===== src/hdl/pno_div.sv =====
`timescale 1ns / 1ps
// Unsigned restoring divider, one quotient bit per cycle.
// Depends on nothing but its parameters.
module pno_div #(
   parameter int NUM_W = 40,
   parameter int DEN_W = 21
) (
   input  logic             clock,
   input  logic             reset,
   input  logic             start,
   input  logic [NUM_W-1:0] num,
   input  logic [DEN_W-1:0] den,
   output logic             done,
   output logic [NUM_W-1:0] quo
);

   localparam int CW = $clog2(NUM_W + 1);

   logic [DEN_W:0]   rem_ff;
   logic [NUM_W-1:0] quo_ff;
   logic [DEN_W-1:0] den_ff;
   logic [CW-1:0]    cnt_ff;
   logic             busy_ff;
   logic             done_ff;

   logic [DEN_W:0]   rem_sh;
   logic             ge;

   // Bring down the next dividend bit and try the subtract
   assign rem_sh = {rem_ff[DEN_W-1:0], quo_ff[NUM_W-1]};
   assign ge     = rem_sh >= {1'b0, den_ff};

   always_ff @(posedge clock) begin
      if (reset) begin
         busy_ff <= 1'b0;
         done_ff <= 1'b0;
      end else begin
         done_ff <= 1'b0;
         if (start) begin
            rem_ff  <= '0;
            quo_ff  <= num;
            den_ff  <= den;
            cnt_ff  <= CW'(NUM_W);
            busy_ff <= 1'b1;
         end else if (busy_ff) begin
            rem_ff <= ge ? (rem_sh - {1'b0, den_ff}) : rem_sh;
            quo_ff <= {quo_ff[NUM_W-2:0], ge};
            cnt_ff <= cnt_ff - CW'(1);
            if (cnt_ff == CW'(1)) begin
               busy_ff <= 1'b0;
               done_ff <= 1'b1;
            end
         end
      end
   end

   assign done = done_ff;
   assign quo  = quo_ff;

endmodule

===== config.mk =====
export PLATFORM = sky130hd
export DESIGN_NAME = pno_div
export DESIGN_NICKNAME = d
export VERILOG_FILES = /design/src/hdl/pno_div.sv
export SDC_FILE = /design/constraint.sdc
export NUM_CORES = 1
export LEC_CHECK = 0
export BUFFER_PORTS_ARGS = -buffer_cell sky130_fd_sc_hd__buf_2
export CELL_PAD_IN_SITES_DETAIL_PLACEMENT = 1
export CELL_PAD_IN_SITES_GLOBAL_PLACEMENT = 1
export CORE_AREA = 2 2 108 110
export CTS_BUF_LIST = sky130_fd_sc_hd__clkbuf_8
export DETAILED_ROUTE_END_ITERATION = 7
export DIE_AREA = 0 0 110 112
export HOLD_SLACK_MARGIN = 0.15
export PLACE_DENSITY_LB_ADDON = 0.2
export SYNTH_ARGS = -nofsm -noshare
export SYNTH_HDL_FRONTEND = slang
export SYNTH_SLANG_ARGS = --single-unit

===== constraint.sdc =====
create_clock -name clock -period 5.4 [get_ports clock]
set_clock_uncertainty 0.15 [all_clocks]
set_input_delay 1.08 -clock clock [delete_from_list [all_inputs] [get_ports clock]]
set_output_delay 1.08 -clock clock [all_outputs]
set_load 0.05 [all_outputs]

==> summary.txt, run 1 <==
crit start category: flop
CTS root buffer: clkbuf_8
layout cells sized above 1: 33.8%
Post-CTS Setup Bufs: 0
Final setup viols: 0
Crit Path Max Fanout: 26
RSZ-0062 raised after global routing: no
async set or reset register ratio after synthesis: 0%
post-CTS resize count: 0
Initial Util: 43.8%
RR Startpoint: quo[39]
P&R area growth vs syn: 17.8%
sequential area share after synthesis: 54.8%
Die Y: 112 µm
max cap viols: 0
CP Capture Type: flop
post-synthesis cell area: 0.00490 mm²
Fin. Hold Viols: 0
Worst Path Arrival: 3.48 ns
Synthesis Warnings: 0
pin count of the biggest net entering global routing: 49
core area: 0.0112 mm²
die width: 110 µm
CTS Hold Bufs: 0
worst r2r path cells: 11
VDD IR max: 0.166 mV
boundary pin count: 105
final std cells w/o fill: 649
TritonCTS buffer count: 9
FILL cells: 1226
Slew @ Worst Pin: 1.05 ns
GRT Overall Usage: 19.4%
CP startpoint: quo[39]
kind of critical path: reg -> reg
vias in the first global route: 3820
Synth Area per Inst: 12.3 µm²
ys flop type: edfxtp_1
min cycle time layout: 3.53 ns
gr ovfl total: 0
Detail Placement HPWL: 8.07 mm
clock tree buffer depth: 2
Port Buffers: 104
FF+latch count, synth: 90
DIE AREA: 0.0123 mm²
Power Dens Cells: 326 mW/mm²
setup slack after layout: 1.87 ns
final antenna-violating net count: 0
R2R Setup Slk: 1.87 ns
Synth Net Count: 486
initial antenna violation count: 0
Clock Sinks: 90
placer congestion estimate: 0.773
setup TNS: 0 ns
relative slew slack: 30.2%
Via density: 5.29
WL final: 11.2 mm
H-tree depth: 3
DRC Markers: 0
CTS tree: built
worst hold path class: reg -> reg
critical path endpoint: rem_ff[8]
first-pass GRT wire length: 18.7 mm
Pleak: 2.38 nW
fin nets: 589
worst flop-to-flop path endpoint: rem_ff[8]
Worst-Skew Late Latency: 0.36 ns
Syn Inst Count: 398
WL/cell: 17.2 µm
row cnt: 39
status: complete, no violations
Vias: 3430
Post-Place Worst Slack: 1.87 ns
Yosys cell types: 53
drt first pass iters: 4
number of synthesized flops with an enable pin: 88
fmax: 0.283 GHz
Slew Viols, Final: 0
Tcrit/Tclk final: 65.4%
First DRT Iteration DRCs: 100
ant diodes: 0
placed cell count: 633
worst endpoint required time: 5.34 ns
clk slew on worst S/H paths: 0.10 ns
[logic make-up (layout without fill, tap and decap cells)]
logic type,count (synthesis),in the layout,share of synthesized area [%]
multiplexers,58,58,12.8
AO/OA/AOI/OAI,67,67,9.35
flip-flops,90,90,54.8
adder cells (fa/ha/maj),24,24,6.28
buffers and inverters,44,152,4.06
XOR/XNOR,20,20,3.58
AND/OR/NAND/NOR,95,95,9.12
[through the flow]
step | hold WS (ns) | area [µm²] | power, mW | util (%)
2_1_floorplan | 0.308 | 4900 | 1.25 | -
3_3_place_gp | 0.322 | 5540 | 1.35 | 49.6
3_5_place_dp | 0.340 | 5540 | 1.37 | 49.6
4_1_cts | 0.353 | 5770 | 1.90 | 51.6
5_1_grt | 0.366 | 5770 | 1.98 | 51.6
6_report | 0.352 | 5770 | 1.88 | 51.6
[how the worst min path moves through the flow]
stage,from,end,cells after the start
after detailed placement,busy_ff,done,1
after global placement,busy_ff,done,1
final,busy_ff,done,1
after floorplan,busy_ff,done,1
after global routing,busy_ff,done,1
after CTS,busy_ff,done,1
[final cells by class]
type / count / area (µm²) / area share, %
well taps: 143 / 179 / 3.10
clock buffers: 10 / 138 / 2.39
multi-input cells: 264 / 2030 / 35.1
repair buffers: 108 / 551 / 9.54
inverters: 28 / 105 / 1.82
clock inverters: 6 / 88.8 / 1.54
flip-flops and latches: 90 / 2680 / 46.5
[sequential cells by signal (all words and copies together) (netlist names)]
name,cells
quo,40
cnt_ff,6
busy_ff,1
done,1
den_ff,21
rem_ff,21
[power breakdown]
part / internal, mW / leakage, nW / switching (mW)
Sequential: 0.837 / 0.856 / 0.0265
Combinational: 0.188 / 1.41 / 0.300
Clock: 0.275 / 0.115 / 0.254
[layer usage]
metal	share of wire, %	wire length [µm]	global-route usage (%)
met2	48	5390	32.4
met3	6.3	709	5.97
met5	0	0	0
met4	1.4	153	5.91
met1	44	4930	23.9
[cell usage after synthesis, types with 2 or more instances]
master | instances | area (µm²)
a211oi_1 | 3 | 22.5
nand2_1 | 18 | 67.6
nor2b_1 | 3 | 18.8
or3_1 | 2 | 12.5
ha_1 | 23 | 288
buf_2 | 4 | 20.0
a21o_1 | 5 | 37.5
and3_1 | 4 | 25.0
a21oi_1 | 20 | 100
inv_1 | 28 | 105
and2_1 | 2 | 12.5
mux2_2 | 39 | 439
a221oi_1 | 2 | 17.5
o31ai_1 | 3 | 22.5
nor2_1 | 38 | 143
dfxtp_1 | 2 | 40.0
xor2_1 | 11 | 96.3
xnor2_1 | 9 | 78.8
edfxtp_1 | 88 | 2640
clkbuf_1 | 7 | 26.3
nand4_1 | 5 | 31.3
nand3_1 | 8 | 40.0
a211o_1 | 2 | 17.5
mux2i_1 | 19 | 190
o21a_1 | 7 | 52.6
buf_1 | 2 | 7.51
nand2b_1 | 2 | 12.5
a31oi_1 | 2 | 12.5
nor3_1 | 7 | 35.0
o31a_1 | 2 | 17.5
o21ai_0 | 9 | 45.0
[critical path, stage by stage, from the launching register on]
cell and delay (ns):
edfxtp_1 0.39, inv_1 0.09, ha_1 0.17, inv_1 0.06, fa_1 0.40, a21o_1 0.21, a221o_1 0.39, nand2_2 0.12
nand3_2 0.10, a31oi_4 0.85, mux2i_1 0.27, nor2_1 0.06
[cell usage in the layout, fill, tap and decap left out, types with 3 or more instances in the layout]
cell      synthesis  final
mux2i_1          19     19
edfxtp_1         88     88
ha_1             23     23
nor2_1           38     37
buf_4             0      4
a21o_1            5      5
and3_1            4      4
buf_2             4    104
nand3_1           8      8
xnor2_1           9      9
o31ai_1           3      3
inv_1            28     29
nand2_1          18     18
o21a_1            7      7
a21oi_1          20     20
xor2_1           11     11
mux2_2           39     39
nand4_1           5      5
nor3_1            7      7
clkbuf_8          0     10
o21ai_0           9      9
a211oi_1          3      3
Power figures use the tool's default switching activity.
==> run 2: changes to the inputs <==
ABC_AREA = 1   (was not set)
CORE_AREA = 2 2 115 117   (was 2 2 108 110)
DIE_AREA = 0 0 117 119   (was 0 0 110 112)
clock period = 3.3 ns   (was 5.4 ns; I/O delays follow)
==> run 2 against run 1 <==
  * Fmax increased by 37%
  * First-iteration DRC count increased by 130%
  * Non-clock buffer count increased by 3
  * Count of clock-buffer cells in the layout increased by 1
  * Die area increased by 13%
  * Flip-flop and latch count unchanged
  * Final cell count increased by 43%
  * Sequential power increased by 63%
  * Power increased by 61%
  * Critical path depth increased by 3
  * Global-route usage increased by 1.8 points
==> summary.txt, run 2 <==
Syn Inst Count: 638 (was 398)
worst endpoint required time: 3.30 ns (was 5.34 ns)
status: complete, no violations (unchanged)
Slew Viols, Final: 0 (unchanged)
GRT Overall Usage: 21.3% (was 19.4%)
CTS tree: built (unchanged)
multi-input logic area: 0.00217 mm² (was 0.00203 mm²)
core area: 0.0129 mm² (was 0.0112 mm²)
Worst Path Arrival: 2.57 ns (was 3.48 ns)
Slew @ Worst Pin: 0.504 ns (was 1.05 ns)
Pleak: 3.07 nW (was 2.38 nW)
placer congestion estimate: 0.829 (was 0.773)
Cell Chain, Critical Path: inv_1, ha_1, inv_1, fa_1, nand2_1, nand3_2, nand2_1, nand2_2, nand2_4, nand2_8, nand2_1, nand2_1, nand2_1, inv_1 (was inv_1, ha_1, inv_1, fa_1, a21o_1, a221o_1, nand2_2, nand3_2, a31oi_4, mux2i_1, nor2_1)
Largest register FFs: 40 (unchanged)
Design Area, Final: 0.00618 mm² (was 0.00577 mm²)
kind of critical path: reg -> reg (unchanged)
CP most frequent cell: nand2_1 (was inv_1)
Worst-Skew Late Latency: 0.38 ns (was 0.36 ns)
post-synthesis cell area: 0.00526 mm² (was 0.00490 mm²)
Via density: 4.81 (was 5.29)
drt first pass iters: 5 (was 4)
commonest cells after routing, fill and taps aside: nand2_1, buf_2, edfxtp_1 (was buf_2, edfxtp_1, mux2_2)
CTS Hold Bufs: 0 (unchanged)
Fin. Hold Viols: 0 (unchanged)
Clock Sinks: 90 (unchanged)
number of synthesized flops with an enable pin: 88 (unchanged)
crit start category: flop (unchanged)
Crit Path Max Fanout: 28 (was 26)
WL/cell: 14.9 µm (was 17.2 µm)
TritonCTS buffer count: 9 (unchanged)
final std cells w/o fill: 927 (was 649)
fin util: 48.0% (was 51.6%)
first-pass GRT wire length: 22.8 mm (was 18.7 mm)
worst hold path class: in -> reg (was reg -> reg)
RSZ-0062 raised after global routing: no (unchanged)
commonest non-fill, non-tap cell in the layout: nand2_1 (was buf_2)
VDD IR max: 0.221 mV (was 0.166 mV)
setup TNS: 0 ns (unchanged)
most common library cells after synthesis: nand2_1, edfxtp_1, inv_1 (was edfxtp_1, mux2_2, nor2_1)
CTS root buffer: clkbuf_8 (unchanged)
DIE AREA: 0.0139 mm² (was 0.0123 mm²)
critical path's slowest cell: fa_1 (was a31oi_4)
vias in the first global route: 4685 (was 3820)
pin count of the biggest net entering global routing: 47 (was 49)
gr ovfl total: 0 (unchanged)
fmax: 0.389 GHz (was 0.283 GHz)
CP Capture Type: flop (unchanged)
clk slew on worst S/H paths: 0.10 ns (about the same)
P&R area growth vs syn: 17.5% (was 17.8%)
Initial Util: 40.8% (was 43.8%)
die width: 117 µm (was 110 µm)
Port Buffers: 104 (unchanged)
Power Dens Cells: 490 mW/mm² (was 326 mW/mm²)
Die Y: 119 µm (was 112 µm)
min cycle time layout: 2.57 ns (was 3.53 ns)
Post-DP Area: 0.00599 mm² (was 0.00554 mm²)
Final setup viols: 0 (unchanged)
overall power: 3.03 mW (was 1.88 mW)
post-synth top area share: 50.3% (was 53.9%)
sequential area share after synthesis: 51.0% (was 54.8%)
DRC Markers: 0 (unchanged)
relative slew slack: 66.4% (was 30.2%)
FILL cells: 1603 (was 1226)
WL final: 13.8 mm (was 11.2 mm)
initial antenna violation count: 0 (unchanged)
Tcrit/Tclk final: 77.9% (was 65.4%)
First DRT Iteration DRCs: 226 (was 100)
final antenna-violating net count: 0 (unchanged)
FF/Latch Area: 0.00268 mm² (unchanged)
layout cells sized above 1: 21.7% (was 33.8%)
row cnt: 42 (was 39)
Detail Placement HPWL: 10.8 mm (was 8.07 mm)
top post-synthesis cells by area: edfxtp_1, nand2_1, inv_1, ha_1, nor2_1 (was edfxtp_1, mux2_2, ha_1, mux2i_1, nor2_1)
post-synth top area cell: edfxtp_1 (unchanged)
fin nets: 834 (was 589)
Post-CTS Setup Bufs: 0 (unchanged)
Vias: 4461 (was 3430)
FF+latch count, synth: 90 (unchanged)
top-count cell post-synth: nand2_1 (was edfxtp_1)
Synthesis Warnings: 0 (unchanged)
clock tree buffer depth: 2 (unchanged)
max cap viols: 0 (unchanged)
H-tree depth: 3 (unchanged)
ys flop type: edfxtp_1 (unchanged)
boundary pin count: 105 (unchanged)
Synth Area per Inst: 8.24 µm² (was 12.3 µm²)
async set or reset register ratio after synthesis: 0% (unchanged)
post-CTS resize count: 0 (unchanged)
Yosys cell types: 33 (was 53)
worst stage delay on the critical path: 0.46 ns (was 0.85 ns)
placed cell count: 911 (was 633)
Synth Net Count: 726 (was 486)
ant diodes: 0 (unchanged)
-- run 2: cell count changes after synthesis, sizes merged, moves of 9 or more --
cell | previous run | this run
nor2 | 38 | 67
nand3 | 9 | 27
nand2 | 19 | 261
mux2i | 19 | 0
mux2 | 39 | 0
inv | 28 | 92
xnor2 | 9 | 0
-- run 2: metal layers --
metal	GRT usage, %	wire (µm)	vias to the layer above	part of all wire (%)
li1	-	-	2232	-
met1	26.9	6110	2102	44
met2	35.7	6730	109	49
met3	4.89	700	18	5.1
met4	7.13	269	0	1.9
met5	0	0	-	0
-- run 2: cells by family after synthesis --
logic type	Yosys count	share of synthesized area (%)
buf+inv	106	8.04
simple gates	370	29.7
xor+xnor	9	1.50
compound gates	39	3.88
fa+ha+maj	24	5.85
flops	90	51.0
-- run 2: final cells by class --
| class | count | share of cell area [%] |
|---|---|---|
| Multi-Input combinational cell | 442 | 35.1 |
| Clock inverter | 5 | 0.608 |
| Inverter | 92 | 5.63 |
| Clock buffer | 11 | 2.45 |
| Timing Repair Buffer | 111 | 9.28 |
| Sequential cell | 90 | 43.4 |
| Tap cell | 176 | 3.56 |
-- run 2: worst paths after layout --
kind / from / end / slack, ns / depth (start not counted)
max reg2reg: quo[39] / rem_ff[20] / 0.73 / 14
max: quo[39] / rem_ff[20] / 0.73 / 14
min reg2reg: busy_ff / done / 0.38 / 2
min: den[9] / den_ff[9] / 0.29 / 1
-- run 2: power by group --
group | total [mW] | leakage [nW] | internal (mW) | switching [mW]
Clock | 0.748 | 0.0919 | 0.318 | 0.431
Combinational | 0.866 | 2.12 | 0.268 | 0.598
Sequential | 1.41 | 0.860 | 1.37 | 0.0449
-- run 2: stage by stage --
| stage | setup WS [ns] | hold slack (ns) |
|---|---|---|
| finish | 0.728 | 0.295 |
| global route | 0.520 | 0.273 |
| CTS | 0.694 | 0.273 |
| detailed placement | 0.712 | 0.380 |
| global placement | 0.847 | 0.361 |
| floorplan | 0.0172 | 0.293 |
-- run 2: worst max-delay path: cells and delay by family, from the launching register on --
kind | cells | cell delay (ns)
DFF | 1 | 0.43
buffers and inverters | 3 | 0.20
and+or+nand+nor | 9 | 0.97
adders and majority gates | 2 | 0.60
